File: src/hdl/rlrm_pkg.sv
// Shared constants, register indexes, command codes and the cell control
// struct for the run-length ratio matcher. No dependencies.
package rlrm_pkg;

	// Default sizes handed to the top-level parameters
	localparam int RUN_DEPTH_DEF   = 16;
	localparam int COUNT_WIDTH_DEF = 16;

	// Fixed field widths
	localparam int CMD_W      = 2;
	localparam int VALUE_W    = 32;
	localparam int AMOUNT_W   = 16;
	localparam int LATEST_W   = 16;
	localparam int RATIO_W    = 4;
	localparam int PLEN_W     = 5;
	localparam int PATTERN_W  = 64;
	localparam int SCALE_SH   = 4;    // match scale of 16
	localparam int S_TDATA_W  = 48;
	localparam int M_TDATA_W  = 24;
	localparam int CFG_IDX_W  = 1;
	localparam int CFG_DATA_W = 64;

	// Register reset values
	localparam logic [PLEN_W-1:0]    PLEN_RESET  = 5'd5;
	localparam logic [PATTERN_W-1:0] RATIO_RESET = 64'h0000_0000_0001_1311;

	// Register indexes
	localparam logic [CFG_IDX_W-1:0] REG_PATTERN_LENGTH = 1'b0;
	localparam logic [CFG_IDX_W-1:0] REG_RATIO_PATTERN  = 1'b1;

	// Command codes
	localparam logic [CMD_W-1:0] CMD_PUSH    = 2'd0;
	localparam logic [CMD_W-1:0] CMD_ADD     = 2'd1;
	localparam logic [CMD_W-1:0] CMD_NEW_RUN = 2'd2;

	// Control shared by every cell of the run chain
	typedef struct packed {
		logic open;   // shift counts one place back, head starts from zero
		logic add;    // add the cell's amount input to its count
		logic load;   // copy count into the scan register
		logic step;   // shift scan registers one place towards the head
	} cell_ctrl_t;

endpackage

File: src/hdl/rlrm_cell.sv
// One cell of the run chain: a saturating run counter and a scan register.
// Depends on rlrm_pkg.
module rlrm_cell #(
	parameter int COUNT_WIDTH = rlrm_pkg::COUNT_WIDTH_DEF
) (
	input  logic                           clk,
	input  logic                           arst_n,
	input  rlrm_pkg::cell_ctrl_t           ctrl,
	input  logic [COUNT_WIDTH-1:0]         shift_in,
	input  logic [rlrm_pkg::AMOUNT_W-1:0]  add_in,
	input  logic [COUNT_WIDTH-1:0]         scan_in,
	output logic [COUNT_WIDTH-1:0]         count,
	output logic [COUNT_WIDTH-1:0]         scan
);
	import rlrm_pkg::*;

	localparam int SUM_W = ((COUNT_WIDTH > AMOUNT_W) ? COUNT_WIDTH : AMOUNT_W) + 1;

	logic [COUNT_WIDTH-1:0] count_q;
	logic [COUNT_WIDTH-1:0] scan_q;
	logic [COUNT_WIDTH-1:0] base;
	logic [SUM_W-1:0]       sum;
	logic [COUNT_WIDTH-1:0] sat_sum;

	// Saturating add onto the held or the shifted-in count
	always_comb begin
		base    = ctrl.open ? shift_in : count_q;
		sum     = SUM_W'(base) + SUM_W'(add_in);
		sat_sum = (sum > SUM_W'({COUNT_WIDTH{1'b1}})) ? {COUNT_WIDTH{1'b1}}
		                                              : sum[COUNT_WIDTH-1:0];
	end

	// Hold the run count
	always_ff @(posedge clk or negedge arst_n) begin
		if (!arst_n) begin
			count_q <= '0;
		end else if (ctrl.open || ctrl.add) begin
			count_q <= sat_sum;
		end
	end

	// Scan register: load a snapshot, then advance towards the head
	always_ff @(posedge clk) begin
		if (ctrl.load) begin
			scan_q <= count_q;
		end else if (ctrl.step) begin
			scan_q <= scan_in;
		end
	end

	assign count = count_q;
	assign scan  = scan_q;

endmodule

File: src/hdl/rlrm_div.sv
// Restoring serial divider, one quotient bit per cycle.
// Depends on rlrm_pkg only for the import convention.
module rlrm_div #(
	parameter int DIVIDEND_W = 28,
	parameter int DIVISOR_W  = 8
) (
	input  logic                  clk,
	input  logic                  arst_n,
	input  logic                  start,
	input  logic [DIVIDEND_W-1:0] dividend,
	input  logic [DIVISOR_W-1:0]  divisor,
	output logic                  done,
	output logic [DIVIDEND_W-1:0] quotient
);
	import rlrm_pkg::*;

	localparam int CNT_W = $clog2(DIVIDEND_W + 1);

	logic [DIVIDEND_W-1:0] quo_q;
	logic [DIVISOR_W-1:0]  rem_q;
	logic [CNT_W-1:0]      cnt_q;
	logic                  busy_q;
	logic                  done_q;
	logic [DIVISOR_W:0]    trial;
	logic [DIVISOR_W:0]    diff;
	logic                  ge;

	// Trial subtract of the shifted remainder
	always_comb begin
		trial = {rem_q, quo_q[DIVIDEND_W-1]};
		ge    = trial >= {1'b0, divisor};
		diff  = trial - {1'b0, divisor};
	end

	// Sequence the steps
	always_ff @(posedge clk or negedge arst_n) begin
		if (!arst_n) begin
			busy_q <= 1'b0;
			done_q <= 1'b0;
			cnt_q  <= '0;
		end else begin
			done_q <= busy_q && !start && (cnt_q == CNT_W'(DIVIDEND_W - 1));
			if (start) begin
				busy_q <= 1'b1;
				cnt_q  <= '0;
			end else if (busy_q) begin
				cnt_q <= cnt_q + CNT_W'(1);
				if (cnt_q == CNT_W'(DIVIDEND_W - 1)) begin
					busy_q <= 1'b0;
				end
			end
		end
	end

	// Shift quotient bits in, keep the partial remainder
	always_ff @(posedge clk) begin
		if (start) begin
			quo_q <= dividend;
			rem_q <= '0;
		end else if (busy_q) begin
			quo_q <= {quo_q[DIVIDEND_W-2:0], ge};
			rem_q <= ge ? diff[DIVISOR_W-1:0] : trial[DIVISOR_W-1:0];
		end
	end

	assign done     = done_q;
	assign quotient = quo_q;

endmodule

File: src/hdl/run_length_ratio_matcher.sv
// Top level of the run-length ratio matcher: command decode, run chain,
// match sequencer and output register. Depends on rlrm_pkg, rlrm_cell, rlrm_div.
//
// Usage:
//  Input stream (s_*): one transfer per item; s_tuser carries the command
//  (push value, add amount, start new run), s_tdata the value and amount.
//  Output stream (m_*): one transfer per item with new_run, matched and the
//  low 16 bits of the current run count.
//  Configuration: cfg_we writes cfg_wdata into the register at cfg_index
//  (0 pattern length, 1 ratio pattern); write only while the block is idle.
//  Sequence: the chain updates at the transfer, a snapshot loads it into the
//  scan registers, a scan adds the window into the sums, the serial divider
//  forms the scaled average, a second snapshot and scan check each run, and
//  the result is registered. A window with an empty run or no ratio skips
//  the divider. One item is in work at a time; the next item is taken only
//  once the block is back in idle.
//  A stalled receiver holds the result in the output register; the next item
//  is still taken and waits for that slot only once its test is finished.
//  Reset clears every run count, the previous value, the registers to their
//  defaults and the output valid.
module run_length_ratio_matcher #(
	parameter int RUN_DEPTH   = rlrm_pkg::RUN_DEPTH_DEF,
	parameter int COUNT_WIDTH = rlrm_pkg::COUNT_WIDTH_DEF
) (
	input  logic                             clk,
	input  logic                             arst_n,
	// input stream
	input  logic                             s_tvalid,
	output logic                             s_tready,
	input  logic [rlrm_pkg::S_TDATA_W-1:0]   s_tdata,   // value[31:0], amount[47:32]
	input  logic [rlrm_pkg::CMD_W-1:0]       s_tuser,   // command[1:0]
	// output stream
	output logic                             m_tvalid,
	input  logic                             m_tready,
	output logic [rlrm_pkg::M_TDATA_W-1:0]   m_tdata,   // new_run[0], matched[1],
	                                                    // latest_count[17:2], zero pad
	// configuration
	input  logic                             cfg_we,
	input  logic [rlrm_pkg::CFG_IDX_W-1:0]   cfg_index,
	input  logic [rlrm_pkg::CFG_DATA_W-1:0]  cfg_wdata
);
	import rlrm_pkg::*;

	localparam int NUM_W      = $clog2(RUN_DEPTH + 1);
	localparam int LOG_DEPTH  = $clog2(RUN_DEPTH);
	localparam int CSUM_W     = COUNT_WIDTH + LOG_DEPTH;
	localparam int RSUM_W     = RATIO_W + LOG_DEPTH;
	localparam int DIVIDEND_W = CSUM_W + SCALE_SH;
	localparam int PROD_W     = DIVIDEND_W + RATIO_W;
	localparam int CMP_W      = PROD_W + 1;

	typedef enum logic [2:0] {
		S_IDLE, S_LOAD, S_SUM, S_DIV, S_LOAD2, S_CHECK, S_DONE
	} state_t;

	state_t                  state_q;
	logic [PLEN_W-1:0]       plen_q;
	logic [PATTERN_W-1:0]    ratio_q;
	logic [VALUE_W-1:0]      prev_q;
	logic [NUM_W-1:0]        n_q;
	logic [NUM_W-1:0]        b_q;
	logic [CSUM_W-1:0]       csum_q;
	logic [RSUM_W-1:0]       rsum_q;
	logic                    zero_q;
	logic [DIVIDEND_W-1:0]   avg_q;
	logic [DIVIDEND_W-1:0]   err_q;
	logic                    fail_q;
	logic                    new_run_q;
	logic [LATEST_W-1:0]     latest_q;
	logic                    div_start_q;
	logic                    m_tvalid_q;
	logic [M_TDATA_W-1:0]    m_tdata_q;

	logic                    accept;
	logic [CMD_W-1:0]        cmd;
	logic [VALUE_W-1:0]      value;
	logic [AMOUNT_W-1:0]     amount;
	logic                    differ;
	logic [AMOUNT_W-1:0]     head_add;
	cell_ctrl_t              ctrl;
	logic [COUNT_WIDTH-1:0]  cnt_w  [RUN_DEPTH];
	logic [COUNT_WIDTH-1:0]  scan_w [RUN_DEPTH];
	logic [NUM_W-1:0]        n_clamp;
	logic [NUM_W-1:0]        ni_full;
	logic [RATIO_W-1:0]      nib_sel;
	logic [RATIO_W-1:0]      nib;
	logic [COUNT_WIDTH-1:0]  scan0;
	logic [CMP_W-1:0]        c16;
	logic [CMP_W-1:0]        prod;
	logic                    bound_fail;
	logic                    sums_ok;
	logic                    out_free;
	logic                    div_done;
	logic [DIVIDEND_W-1:0]   quotient;

	// Decode the incoming command
	always_comb begin
		accept    = s_tvalid && s_tready;
		cmd       = s_tuser;
		value     = s_tdata[VALUE_W-1:0];
		amount    = s_tdata[VALUE_W +: AMOUNT_W];
		differ    = value != prev_q;
		head_add  = (cmd == CMD_PUSH) ? AMOUNT_W'(1) : amount;
		ctrl.open = accept && (((cmd == CMD_PUSH) && differ) || (cmd == CMD_NEW_RUN));
		ctrl.add  = accept && ((cmd == CMD_PUSH) || (cmd == CMD_ADD) || (cmd == CMD_NEW_RUN));
		ctrl.load = (state_q == S_LOAD) || (state_q == S_LOAD2);
		ctrl.step = (state_q == S_SUM) || (state_q == S_CHECK);
	end

	// Run chain: cell 0 is the current run, cell k the run k places back
	for (genvar k = 0; k < RUN_DEPTH; k++) begin : g_cell
		logic [COUNT_WIDTH-1:0] shift_in;
		logic [COUNT_WIDTH-1:0] scan_in;
		logic [AMOUNT_W-1:0]    add_in;
		if (k == 0) begin : g_head
			assign shift_in = '0;
			assign add_in   = head_add;
		end else begin : g_body
			assign shift_in = cnt_w[k-1];
			assign add_in   = '0;
		end
		if (k == RUN_DEPTH - 1) begin : g_tail
			assign scan_in = '0;
		end else begin : g_inner
			assign scan_in = scan_w[k+1];
		end
		rlrm_cell #(
			.COUNT_WIDTH(COUNT_WIDTH)
		) u_cell (
			.clk      (clk),
			.arst_n   (arst_n),
			.ctrl     (ctrl),
			.shift_in (shift_in),
			.add_in   (add_in),
			.scan_in  (scan_in),
			.count    (cnt_w[k]),
			.scan     (scan_w[k])
		);
	end

	// Serial divider for the average unit
	rlrm_div #(
		.DIVIDEND_W(DIVIDEND_W),
		.DIVISOR_W (RSUM_W)
	) u_div (
		.clk      (clk),
		.arst_n   (arst_n),
		.start    (div_start_q),
		.dividend ({csum_q, {SCALE_SH{1'b0}}}),
		.divisor  (rsum_q),
		.done     (div_done),
		.quotient (quotient)
	);

	// Ratio of the run at the scan head, tolerance test against it
	always_comb begin
		n_clamp    = (plen_q > PLEN_W'(RUN_DEPTH)) ? NUM_W'(RUN_DEPTH) : NUM_W'(plen_q);
		ni_full    = n_q - NUM_W'(1) - b_q;
		nib_sel    = RATIO_W'(ni_full);
		nib        = ratio_q[{nib_sel, 2'b00} +: RATIO_W];
		scan0      = scan_w[0];
		c16        = CMP_W'({scan0, {SCALE_SH{1'b0}}});
		prod       = CMP_W'(nib) * CMP_W'(avg_q);
		bound_fail = ((c16 + CMP_W'(err_q)) < prod) || (c16 > (prod + CMP_W'(err_q)));
		sums_ok    = (rsum_q != '0) && (csum_q != '0) && !zero_q;
		out_free   = !m_tvalid_q || m_tready;
	end

	// Configuration registers
	always_ff @(posedge clk or negedge arst_n) begin
		if (!arst_n) begin
			plen_q  <= PLEN_RESET;
			ratio_q <= RATIO_RESET;
		end else if (cfg_we) begin
			case (cfg_index)
				REG_PATTERN_LENGTH: plen_q  <= cfg_wdata[PLEN_W-1:0];
				REG_RATIO_PATTERN:  ratio_q <= cfg_wdata[PATTERN_W-1:0];
				default: ;
			endcase
		end
	end

	// Match sequencer and output register
	always_ff @(posedge clk or negedge arst_n) begin
		if (!arst_n) begin
			state_q     <= S_IDLE;
			prev_q      <= '0;
			div_start_q <= 1'b0;
			m_tvalid_q  <= 1'b0;
		end else begin
			// start the divider once the sums are complete and usable
			div_start_q <= (state_q == S_SUM) && (b_q == n_q) && sums_ok;
			// drop the result once taken, unless a new one replaces it
			if (m_tready && (state_q != S_DONE)) begin
				m_tvalid_q <= 1'b0;
			end
			case (state_q)
				S_IDLE: begin
					if (accept) begin
						new_run_q <= ctrl.open;
						if ((cmd == CMD_PUSH) && differ) begin
							prev_q <= value;
						end
						state_q <= S_LOAD;
					end
				end
				S_LOAD: begin
					n_q      <= n_clamp;
					b_q      <= '0;
					csum_q   <= '0;
					rsum_q   <= '0;
					zero_q   <= 1'b0;
					latest_q <= LATEST_W'(cnt_w[0]);
					state_q  <= S_SUM;
				end
				S_SUM: begin
					if (b_q != n_q) begin
						if (nib != '0) begin
							csum_q <= csum_q + CSUM_W'(scan0);
							rsum_q <= rsum_q + RSUM_W'(nib);
						end
						if (scan0 == '0) begin
							zero_q <= 1'b1;
						end
						b_q <= b_q + NUM_W'(1);
					end else if (sums_ok) begin
						state_q <= S_DIV;
					end else begin
						fail_q  <= 1'b1;
						state_q <= S_DONE;
					end
				end
				S_DIV: begin
					if (div_done) begin
						avg_q   <= quotient;
						err_q   <= quotient >> 1;
						state_q <= S_LOAD2;
					end
				end
				S_LOAD2: begin
					b_q     <= '0;
					fail_q  <= 1'b0;
					state_q <= S_CHECK;
				end
				S_CHECK: begin
					if (b_q != n_q) begin
						if ((nib != '0) && bound_fail) begin
							fail_q <= 1'b1;
						end
						b_q <= b_q + NUM_W'(1);
					end else begin
						state_q <= S_DONE;
					end
				end
				S_DONE: begin
					if (out_free) begin
						m_tvalid_q <= 1'b1;
						m_tdata_q  <= M_TDATA_W'({latest_q, !fail_q, new_run_q});
						state_q    <= S_IDLE;
					end
				end
				default: begin
					state_q <= S_IDLE;
				end
			endcase
		end
	end

	assign s_tready = (state_q == S_IDLE);
	assign m_tvalid = m_tvalid_q;
	assign m_tdata  = m_tdata_q;

	// One item in work at a time
	a_one_item: assert property (@(posedge clk) disable iff (!arst_n)
		s_tvalid && s_tready |=> !s_tready)
		else $error("input taken while an item is in work");

	// A result appears only from the finishing step
	a_result_src: assert property (@(posedge clk) disable iff (!arst_n)
		$rose(m_tvalid) |-> $past(state_q == S_DONE))
		else $error("result raised outside the finishing step");

	// A finished result waits while the output slot is stalled
	a_wait_slot: assert property (@(posedge clk) disable iff (!arst_n)
		(state_q == S_DONE) && m_tvalid && !m_tready |=> (state_q == S_DONE) && $stable(m_tdata))
		else $error("pending result overwritten");

endmodule

File: config.mk
export PLATFORM = sky130hd
export DESIGN_NAME = run_length_ratio_matcher
export DESIGN_NICKNAME = d
export VERILOG_FILES = /design/src/hdl/rlrm_pkg.sv /design/src/hdl/rlrm_cell.sv /design/src/hdl/rlrm_div.sv /design/src/hdl/run_length_ratio_matcher.sv
export SDC_FILE = /design/constraint.sdc
export NUM_CORES = 1
export LEC_CHECK = 0
export ABC_AREA = 1
export BUFFER_PORTS_ARGS = -buffer_cell sky130_fd_sc_hd__buf_2
export CORE_ASPECT_RATIO = 0.6
export CORE_MARGIN = 2
export CORE_UTILIZATION = 23
export CTS_BUF_LIST = sky130_fd_sc_hd__clkbuf_8
export DETAILED_ROUTE_END_ITERATION = 7
export GPL_ROUTABILITY_DRIVEN = 0
export HOLD_SLACK_MARGIN = 0.02
export SYNTH_ARGS = -nofsm -noshare
export SYNTH_HDL_FRONTEND = slang
export SYNTH_SLANG_ARGS = --single-unit
File: constraint.sdc
create_clock -name clk -period 16.6 [get_ports clk]
set_clock_uncertainty 0.05 [all_clocks]
set_input_delay 3.32 -clock clk [delete_from_list [all_inputs] [get_ports clk]]
set_output_delay 3.32 -clock clk [all_outputs]
set_load 0.02 [all_outputs]
==> flow_summary_export.csv, run 1 <==
group,metric,value,unit
outcome,run_status,"complete, no violations",
clock_network,cts_hold_buf,0,
placed_design,post-dp-hpwl,62.6,mm
die,floorplan.core_area,167000,um^2
synthesis,number_of_flops_mapped_to_enable_cells_by_yosys,375,
grt,via_count_of_the_first_global_routing_pass,26500,
sta,drv_slew,0,
finish,drive_gt1_share,10.4,%
finish,final_common_cell,"nand2_1",
die,pin_count,146,
setup_path,worstReg2RegEnd,"fail_q",
setup_path,worst_setup_path_startpoint,"b_q[0]",
sta,max-slew-margin-rel,17.1,%
setup_path,timing.critical_path.mode_cell,"nand2_1",
synthesis,async_reset_ff_share,48.8,%
sta,worst_tran_pin_value,1.24,ns
sta,max_clock_freq,105,MHz
die,initial_core_util,23.2,%
sta,fin_tns_setup,0,ns
setup_path,cp-start-kind,"flop",
detailed_routing,drt.antenna.violating_nets,0,
synthesis,synth_seq_area_share,53.7,%
clock_network,worst_setup_hold_path_clk_slew,0.07,ns
sta,final-hold-violation-count,0,
placed_design,io_buffer_count,139,
setup_path,setup.worst_path.class,"reg2reg",
setup_path,worst_r2r_startpoint,"b_q[0]",
synthesis,dominantRegCellSynth,"edfxtp_1",
detailed_routing,vias,28000,
synthesis,synth_seq_cells,756,
setup_path,critPathSlowestCell,"inv_1",
die,die-area,172000,um^2
detailed_routing,mean_number_of_vias_per_cell,4.25,
synthesis,synthesis.area_per_instance,9.35,um^2
sta,unrepaired_setup_endpoints_after_global_routing,"false",
detailed_routing,detail_route.drc_violations,0,
setup_path,cp_depth,43,
setup_path,rr_worst_depth,43,
setup_path,critical_path_arrival,9.90,ns
clock_network,insertion_delay,0.80,ns
setup_path,critPathCapture,"fail_q",
clock_network,tritoncts,"done",
sta,setup_violations,0,
die,die_h,322,um
run,max-cap-violations,0,
clock_network,cts_root_buf,"clkbuf_8",
die,floorplan.die.width,533,um
detailed_routing,drt_pass1_iterations,6,
min_path,hp-class,"reg2reg",
sta,whs,0.367,ns
finish,fillCellCount,17800,
detailed_routing,detailedRoute.firstIterationViolations,2550,
detailed_routing,wire_per_inst,13.6,um
finish,fin_nets,4585,
synthesis,synth_cells,4134,
setup_path,critical-path-max-stage-delay,0.89,ns
die,placement_rows,116,
clock_network,htree_levels,3,
clock_network,post_cts_buffers,0,
setup_path,rrSetupSlack,7.11,ns
grt,grt_max_degree,299,
min_path,timing.hold.worst.start,"latest_q[13]",
grt,global_route_wire_length_before_repair,145,mm
setup_path,data_required_time_at_the_worst_endpoint,17.01,ns
clock_network,cts-root-to-sink-buffers,3,
sta,fin_crit_sh,57.1,%
finish,flow.area_growth_from_synthesis,13.5,%
grt,grt_overflow_total,0,
synthesis,netlist_area,38700,um^2
synthesis,synth-warning-count,0,
sta,final_period_minus_worst_setup_slack,9.49,ns
finish,final_cell_mix,"nand2_1 (888), inv_1 (624), o21ai_0 (577)",
clock_network,cts_buffers,108,
setup_path,critPathCaptureType,"flop",
synthesis,synthDistinctLibCells,60,
clock_network,cts_num_sinks,756,
clock_network,post_cts_resized,0,
detailed_routing,drt-total-wl,89.6,mm
grt,grt_util_all_layers,10.4,%
grt,initial_antenna_violation_count,8,
setup_path,critical_path.top_delay_family,"adder cells",
setup_path,worst_path_buffer_plus_inverter_count,6,
setup_path,cp_max_fo,33,
final cells by class:
cell class              count  area (um^2)  area share [%]
clock inverters            82          495            1.13
flip-flops and latches    756        20700            47.3
well taps                2242         2810            6.39
inverters                 599         2270            5.17
diodes                      2         5.00          0.0114
repair buffers            159          881            2.01
multi-input cells        2624        15000            34.2
clock buffers             122         1680            3.83
cells in the mapped netlist, types with 7 or more instances:
cell type	instances	area (um^2)
nand2_1	890	3340
inv_1	589	2210
o21ai_0	577	2890
edfxtp_1	375	11300
dfrtp_1	361	9030
nor2_1	271	1020
ha_1	166	2080
a21oi_1	153	766
clkbuf_1	95	357
nand3_1	84	420
mux2_2	79	890
fa_1	51	1020
xnor2_1	50	438
xor2_1	49	429
o21ai_1	36	180
nand4_1	35	219
buf_2	28	140
o22ai_1	24	150
buf_4	20	150
nor3_1	18	90.1
buf_1	17	63.8
a22oi_1	12	90.1
dfxtp_1	12	240
a31oi_1	11	68.8
nor4_1	11	68.8
o21bai_1	11	82.6
or2_2	11	68.8
o2111ai_1	9	78.8
dfstp_2	8	210
nand2_2	8	50.1
o21a_1	8	60.1
inv_2	7	26.3
per-layer routing:
metal / GRT usage (%) / routed length, um / up-vias
met1: 16.3 / 47100 / 13300
met2: 13.9 / 34400 / 745
li1: - / - / 13900
met5: 0 / 13 / -
met4: 2.71 / 1510 / 2
met3: 2.30 / 6490 / 124
kinds of logic after synthesis:
| logic type | after synthesis | share of synthesized area (%) |
|---|---|---|
| buf+inv | 759 | 7.67 |
| other cells | 1 | 0.00970 |
| fa+ha+maj | 217 | 8.01 |
| mux | 79 | 2.30 |
| xor+xnor | 100 | 2.28 |
| flops | 756 | 53.7 |
| compound gates | 873 | 12.0 |
| simple gates | 1349 | 14.1 |
worst reg2reg max path: cells and delay by family (launching register included):
kind	cells	cell delay [ns]
compound gates	7	1.36
fa+ha+maj	6	2.85
simple gates	22	2.58
xor+xnor	2	0.31
flops	1	0.41
buf+inv	6	1.65
metrics by stage:
stage | instance area [um^2] | setup slack (ns) | instances | util, %
2_1_floorplan | 38700 | 9.17 | 4139 | -
3_3_place_gp | 41700 | 7.48 | 6380 | 25.0
3_5_place_dp | 41700 | 7.26 | 6380 | 25.0
4_1_cts | 43900 | 7.23 | 6584 | 26.3
5_1_grt | 43900 | 6.44 | 6586 | 26.3
6_report | 43900 | 7.11 | 6586 | 26.3
how the worst min path moves through the flow:
stage	end	cells past startpoint	slack, ns
after floorplan	m_tdata[0]	0	0.35
after global routing	latest_q[5]	0	0.37
after detailed placement	m_tdata[13]	0	0.35
after global placement	m_tdata[15]	0	0.35
final	m_tdata[15]	0	0.37
after CTS	latest_q[5]	0	0.35
Power of run 1 is left out: the tool's default activity adds up to more than one toggle a clock period on the data nets, which glitch-free logic cannot reach.
==> run 2, diff against run 1 <==
Clock period 16.6 ns to 9.9 ns, I/O delays scaled along.
==> run 2 against run 1 <==
Non-clock buffer count did not move. Worst setup slack worse by 6.3 ns. Fmax grew 4.8%. Wire length rose by 0.67%. Via count shrank 0.19%. Global-route usage is 0.099 points higher. First-iteration DRC count grew 19%. Cell count barely moved. Die area did not move. Cell area barely moved. Clock-buffer cell count grew 1. Critical path depth is 1 lower.
==> flow_summary_export.csv, run 2 (synthesis results as in run 1) <==
group,metric,value,unit
detailed_routing,detail_route.drc_violations,0,
sta,fin_crit_sh,91.5,%
detailed_routing,vias,27900,
clock_network,cts_hold_buf,0,
setup_path,setup.worst_path.class,"reg2reg",
setup_path,cp_max_fo,33,
setup_path,timing.critical_path.mode_cell,"nand2_1",
setup_path,data_required_time_at_the_worst_endpoint,10.34,ns
placed_design,io_buffer_count,139,
clock_network,cts_num_sinks,756,
sta,drv_slew,0,
clock_network,worst_setup_hold_path_clk_slew,0.07,ns
die,pin_count,146,
grt,grt_util_all_layers,10.5,%
setup_path,critical_path_arrival,9.50,ns
sta,unrepaired_setup_endpoints_after_global_routing,"false",
detailed_routing,mean_number_of_vias_per_cell,4.24,
finish,fin_cells,6583,
finish,drive_gt1_share,10.3,%
clock_network,cts_root_buf,"clkbuf_8",
die,floorplan.core_area,167000,um^2
sta,fin_tns_setup,0,ns
grt,initial_antenna_violation_count,10,
clock_network,insertion_delay,0.79,ns
clock_network,post_cts_resized,0,
die,initial_core_util,23.2,%
finish,flow.area_growth_from_synthesis,13.5,%
sta,whs,0.345,ns
clock_network,cts_buffers,105,
setup_path,cp-start-kind,"flop",
outcome,run_status,"complete, no violations",
grt,via_count_of_the_first_global_routing_pass,26600,
detailed_routing,detailedRoute.firstIterationViolations,3024,
clock_network,post_cts_buffers,0,
sta,max-slew-margin-rel,21.9,%
clock_network,cts-root-to-sink-buffers,3,
finish,fin_nets,4582,
setup_path,critPathCaptureType,"flop",
clock_network,tritoncts,"done",
die,die_h,322,um
placed_design,post-dp-hpwl,62.8,mm
setup_path,critPathSlowestCell,"ha_1",
sta,final-hold-violation-count,0,
grt,global_route_wire_length_before_repair,146,mm
setup_path,critical-path-max-stage-delay,0.79,ns
placed_design,placed_cells,6379,
setup_path,worst_path_buffer_plus_inverter_count,5,
sta,setup_violations,0,
finish,final_common_cell,"nand2_1",
grt,grt_overflow_total,0,
sta,max_clock_freq,110,MHz
clock_network,htree_levels,3,
sta,worst_tran_pin_value,1.17,ns
die,placement_rows,116,
setup_path,critical_path.top_delay_family,"adder cells",
die,floorplan.die.width,533,um
die,die-area,172000,um^2
sta,finalWorstSetupSlack,0.845,ns
detailed_routing,drt_pass1_iterations,6,
finish,final_cell_mix,"nand2_1 (888), inv_1 (635), o21ai_0 (577)",
grt,grt_max_degree,299,
detailed_routing,drt.antenna.violating_nets,0,
min_path,hp-class,"reg2reg",
detailed_routing,wire_per_inst,13.7,um
run,max-cap-violations,0,
sta,final_period_minus_worst_setup_slack,9.05,ns
placed_design,setup_slack_after_placement,1.11,ns
detailed_routing,drt-total-wl,90.2,mm
run 2: metrics by stage:
| stage | cell area, um^2 | utilization (%) |
|---|---|---|
| 2_1_floorplan | 38700 | - |
| 3_3_place_gp | 41700 | 25.0 |
| 3_5_place_dp | 41700 | 25.0 |
| 4_1_cts | 43800 | 26.3 |
| 5_1_grt | 43900 | 26.3 |
| 6_report | 43900 | 26.3 |
run 2: final timing paths:
path,from,end,slack (ns),cells past startpoint
min reg2reg,latest_q[15],m_tdata[17],0.35,0
min in group asynchronous,arst_n,g_cell[0].u_cell.count[8],1.20,1
max,b_q[0],fail_q,0.85,42
max reg2reg,b_q[0],fail_q,0.85,42
max in group asynchronous,arst_n,asynchronous set/reset pin,6.66,3
min,latest_q[15],m_tdata[17],0.35,0
run 2: routing by layer:
layer | global-route usage, % | up-vias | part of all wire, %
li1 | - | 13800 | -
met1 | 16.3 | 13200 | 51
met4 | 2.83 | 2 | 2.0
met5 | 0 | - | 0.014
met2 | 14.0 | 779 | 39
met3 | 2.43 | 120 | 8.0
run 2: cell type report:
class                      instances  area [um^2]
clock buffer                     123         1690
multi-input combinational       2624        15000
inverter                         599         2270
sequential                       756        20700
tap                             2242         2810
antenna                            3         7.51
fill                           17800       123000
clock inverter                    77          418
timing repair buffer             159          926
Power of run 2 is left out for the same reason.
